$ cat src/design/tiew_pkg.sv
// Package for the Tomasulo issue/execute/writeback block: payload structs, codes,
// and the command/status structs that join the controller and the datapath.
// No dependencies.
`default_nettype none
package tiew_pkg;

    // Operation codes carried by an input item.
    localparam logic [2:0] OP_ADD  = 3'd0;
    localparam logic [2:0] OP_SUB  = 3'd1;
    localparam logic [2:0] OP_MUL  = 3'd2;
    localparam logic [2:0] OP_DIV  = 3'd3;
    localparam logic [2:0] OP_LOAD = 3'd4;

    // Input function codes.
    localparam logic FUNC_TICK    = 1'b0;
    localparam logic FUNC_PRELOAD = 1'b1;

    // Result kinds.
    localparam logic KIND_STATUS = 1'b0;
    localparam logic KIND_WB     = 1'b1;

    // Configuration register indexes.
    localparam logic [1:0] CFG_ADD_LAT = 2'd0;
    localparam logic [1:0] CFG_MUL_LAT = 2'd1;
    localparam logic [1:0] CFG_DIV_LAT = 2'd2;
    localparam logic [1:0] CFG_LD_LAT  = 2'd3;

    typedef struct packed {
        logic        func;
        logic        issue_valid;
        logic [2:0]  op;
        logic [3:0]  dest_reg;
        logic [3:0]  src1_reg;
        logic [3:0]  src2_reg;
        logic [31:0] immediate;
        logic [3:0]  preload_index;
        logic [31:0] preload_value;
    } in_item_t;

    typedef struct packed {
        logic        kind;
        logic        issue_accepted;
        logic [2:0]  issued_station;
        logic [15:0] issued_tag;
        logic [2:0]  wb_station;
        logic [15:0] wb_tag;
        logic [31:0] wb_value;
        logic        reg_written_valid;
        logic [3:0]  reg_written;
        logic        last;
    } out_item_t;

    // Commands from the controller to the datapath.
    typedef struct packed {
        logic tick;       // run issue and execute, emit status result
        logic preload;    // write a register
        logic wb_step;    // broadcast the selected pending station
        logic div_start;  // start the divider on the selected station
    } cmd_t;

    // Status from the datapath to the controller.
    typedef struct packed {
        logic wb_any;     // a station waits to broadcast
        logic wb_more;    // more than one station waits to broadcast
        logic div_need;   // a divide wants its quotient computed
        logic div_done;   // divider finished
    } stat_t;

endpackage
`default_nettype wire

$ cat src/design/tiew_ctrl.sv
// Controller state machine: sequences divides, issue/execute, status and
// writeback results. Depends on tiew_pkg.
`default_nettype none
module tiew_ctrl (
    input  wire logic           aclk,
    input  wire logic           aresetn,
    input  wire logic           s_valid,
    input  wire logic           s_func,
    output logic                s_ready,
    output logic                m_valid,
    input  wire logic           m_ready,
    output logic                sel_wb,
    output logic                out_last,
    input  wire tiew_pkg::stat_t stat,
    output tiew_pkg::cmd_t      cmd
);
    typedef enum logic [4:0] {
        ST_IDLE   = 5'b00001,
        ST_DIV    = 5'b00010,
        ST_STATUS = 5'b00100,
        ST_WB     = 5'b01000,
        ST_DWAIT  = 5'b10000
    } state_t;

    state_t state_reg, state_next;

    // Divides are resolved before a tick so their quotient is ready at finish.
    always_comb begin
        state_next = state_reg;
        cmd = '0;
        s_ready = 1'b0;
        m_valid = 1'b0;
        sel_wb = 1'b0;
        out_last = 1'b0;
        unique case (state_reg)
            ST_IDLE: begin
                if (stat.div_need) begin
                    cmd.div_start = 1'b1;
                    state_next = ST_DWAIT;
                end else begin
                    s_ready = 1'b1;
                    if (s_valid) begin
                        if (s_func == tiew_pkg::FUNC_PRELOAD) cmd.preload = 1'b1;
                        else begin
                            cmd.tick = 1'b1;
                            state_next = ST_STATUS;
                        end
                    end
                end
            end
            ST_DWAIT: begin
                if (stat.div_done) state_next = ST_IDLE;
            end
            ST_STATUS: begin
                m_valid = 1'b1;
                out_last = !stat.wb_any;
                if (m_ready) state_next = stat.wb_any ? ST_WB : ST_IDLE;
            end
            ST_WB: begin
                m_valid = 1'b1;
                sel_wb = 1'b1;
                out_last = !stat.wb_more;
                if (m_ready) begin
                    cmd.wb_step = 1'b1;
                    if (!stat.wb_more) state_next = ST_IDLE;
                end
            end
            ST_DIV: state_next = ST_IDLE;
            default: state_next = ST_IDLE;
        endcase
    end

    always_ff @(posedge aclk) begin
        if (!aresetn) state_reg <= ST_IDLE;
        else state_reg <= state_next;
    end
endmodule
`default_nettype wire

$ cat config.mk
export PLATFORM = sky130hd
export DESIGN_NAME = tiew_ctrl
export DESIGN_NICKNAME = d
export VERILOG_FILES = /design/src/design/tiew_pkg.sv /design/src/design/tiew_ctrl.sv
export SDC_FILE = /design/constraint.sdc
export NUM_CORES = 1
export LEC_CHECK = 0
export BUFFER_PORTS_ARGS = -buffer_cell sky130_fd_sc_hd__buf_2
export CAP_MARGIN = 5
export CORE_AREA = 4 4 41 43
export CTS_CLUSTER_DIAMETER = 200
export DETAILED_ROUTE_END_ITERATION = 8
export DIE_AREA = 0 0 45 47
export HOLD_SLACK_MARGIN = 0.02
export REMOVE_ABC_BUFFERS = 1
export SLEW_MARGIN = 20
export SYNTH_ARGS = -nofsm -noshare
export SYNTH_HDL_FRONTEND = slang
export SYNTH_SLANG_ARGS = --single-unit
$ cat constraint.sdc
create_clock -name aclk -period 1.34 [get_ports aclk]
set_input_delay 0.268 -clock aclk [delete_from_list [all_inputs] [get_ports aclk]]
set_output_delay 0.268 -clock aclk [all_outputs]
set_load 0.005 [all_outputs]
==> results.cfg <==
[logic_synthesis]
synth_cell_type_count = 26
netlist_area_um2 = 360
netlist.area_leader.share_pct = 22.2
syn_inst = 46
synth_seq_area_share_pct = 22.2
synth_edf_count = 0
synth_top_area_cell = dfxtp_1
synthFlopType = dfxtp_1
synth-async-reset-ratio_pct = 0
yosys-top-cells-area = dfxtp_1 (22%), nor4_4 (5.9%), buf_2 (5.6%), nor3_1 (5.6%), a211oi_1 (4.2%)
ys_seq_elements = 4
yosysWarnings = 0
syn_area_per_cell_um2 = 7.83
synthTopCellsByCount = buf_2 (4), dfxtp_1 (4), nand2_1 (4), nor2_1 (4), nor3_1 (4)

[global_routing]
grt_pass1_vias = 476
grt_max_degree = 8
grt_pass1_wl_mm = 1.99
grt_usage_pct = 13.3
antenna_found_initial = 0
grt_overflow = 0

[clock_tree]
clk_latency_ps = 230
clk_pin_slew_ps = 40
tritoncts = yes
clock-root-buffer = clkbuf_4
clock_sinks = 4
cts-buffers-inserted = 3
h-tree-depth = 1
cts_buffer_depth = 2
ctsHoldBuffers = 0

[power_and_ir_drop]
swShare_pct = 31.2
p_leak_nw = 0.324
pwr-share-comb_pct = 39.5
power.share.clock_pct = 31.3
seqPwrFrac_pct = 29.1
p_int_uw = 329
ir_worst_vdd_mv = 0.439
power_uw = 478
p_switching_uw = 149
power.density_nw_per_um2 = 697

[sta]
slew_headroom_pct = 62.2
layout_min_cycle_time_ps = 1520
hold_viol = 0
tightest_slew_ps = 562
drv_slew = 0
rsz0062_at_grt = true
skew_ps = 0.194
setup-violations-final = 9
fin_ws_ps = -185
fmax_ghz = 0.656
fin_crit_sh_pct = 114

[final_layout]
drive_above_1_share_pct = 67.5
largest_reg_flops = 4
final_nets = 91
num_antenna_cells = 0
num-fill-cells = 132
area_growth_pct = 90.3
final_util_pct = 52.7
stdcell_count = 95

[setup_path]
ff2ff_path_depth = 5
cp.arrival_ps = 1260
cp.required_ps = 1070
crit_fanout = 6
crit_path_start_kind = flip-flop
endpoint_kind = primary output
critPathKind = flip-flop to primary output

[detailed_routing]
ant_nets = 0
drt-initial-drc-count = 12
drc = 0
wirelength_mm = 1.37
num_vias = 469
drt_first_pass_iters = 4
viasPerCell = 4.94
drt-wirelength-per-cell_um = 14.4

[hold_path]
hold_depth = 2
min_path_type = primary input to flip-flop

[floorplan]
ioPinCount = 17
start_util_pct = 27.7
row_count = 13
coreArea_um2 = 1300
die-area_um2 = 2120
die_w_um = 45
die_h_um = 47

[placed_design]
dp_cells = 80
place.gp.congestion = 0.763
io_buffers = 16
place.detailed.hpwl_um = 795

[flow_run]
max-cap-violations = 0

[status]
violations = setup timing
outcome = finished, violations left
[per-stage QoR]
step                      TNS (ps)  hold WS [ps]  cell area [um^2]  worst slack [ps]
final                        -1210           267               686              -185
after CTS                    -1010           258               613              -205
after global routing         -1980           258               686              -282
after detailed placement      -312           505               492             -92.8
after floorplan              -76.7           346               333             -76.7
after global placement        -140           509               492             -64.5
[worst max-delay path, cell delays in order, from the launching register on]
cell and delay [ps]:
dfxtp_4 360, buf_4 150, xnor2_2 140, buf_4 140, nor3_2 110, buf_2 140
[cells by family (layout without fill, tap and decap cells)]
| group | after synthesis | count (layout) | share of synthesized area, % |
|---|---|---|---|
| flip-flops | 4 | 4 | 22.2 |
| AND/OR/NAND/NOR | 27 | 27 | 49.0 |
| multiplexers | 1 | 1 | 2.78 |
| buffers and inverters | 6 | 40 | 8.68 |
| XOR/XNOR | 1 | 1 | 2.43 |
| AO/OA/AOI/OAI | 7 | 7 | 14.9 |
[final cells by class]
class | instances | area [um^2] | share of cell area [%]
sequential | 4 | 92.6 | 13.5
multi-input combinational | 36 | 307 | 44.7
inverter | 1 | 3.75 | 0.547
clock buffer | 3 | 22.5 | 3.28
timing repair buffer | 36 | 241 | 35.2
tap | 15 | 18.8 | 2.74
[cell usage in the layout (no fill, tap or decap)]
master and instances:
clkbuf_4 3, and2_1 1, nand4_1 1, nor4_4 2, nor2_1 4, buf_6 3, nor3_1 2, nor2b_2 1
and3b_1 1, mux2i_1 1, and3_1 1, dfxtp_2 1, o311ai_1 1, nand2_1 3, nand3b_1 2, xnor2_2 1
nand2b_4 1, nand2b_1 2, a211oi_2 1, a21oi_1 2, buf_4 17, or3b_4 1, o21a_1 1, a211oi_4 1
inv_1 1, nor4b_1 1, nor4_1 1, nor3_2 2, dfxtp_4 3, nand2_4 1, buf_2 16, a211oi_1 1
[per-layer routing]
layer	share of wire [%]	global-route usage, %	vias up	wire length, um
li1	-	-	239	-
met1	40	13.9	213	549
met2	54	23.7	15	735
met3	5.6	2.68	2	76
met4	0.29	9.94	0	4
met5	0	0	-	0
[power groups by stage]
stage	Clock [mW]	Combinational, mW	Sequential, mW
floorplan	0	0.0566	0.150
global placement	0	0.135	0.142
detailed placement	0	0.136	0.142
CTS	0.157	0.164	0.138
global route	0.166	0.203	0.140
finish	0.150	0.189	0.139
[path summary, 6_finish.rpt]
| check | startpoint | endpoint | slack, ps |
|---|---|---|---|
| min reg2reg | state_reg[3] | state_reg[3] | 530 |
| max | state_reg[2] | m_valid | -180 |
| max reg2reg | state_reg[3] | state_reg[0] | -160 |
| min | aresetn | state_reg[0] | 270 |
[repair_timing]
item                                    4_1_cts  5_1_grt
setup buffers                                 7        6
pin swaps                                     5        4
cloned                                        0        0
gates resized for setup                      14        7
endpoints found under the setup margin        9       11
Power figures use the tool's default switching activity.
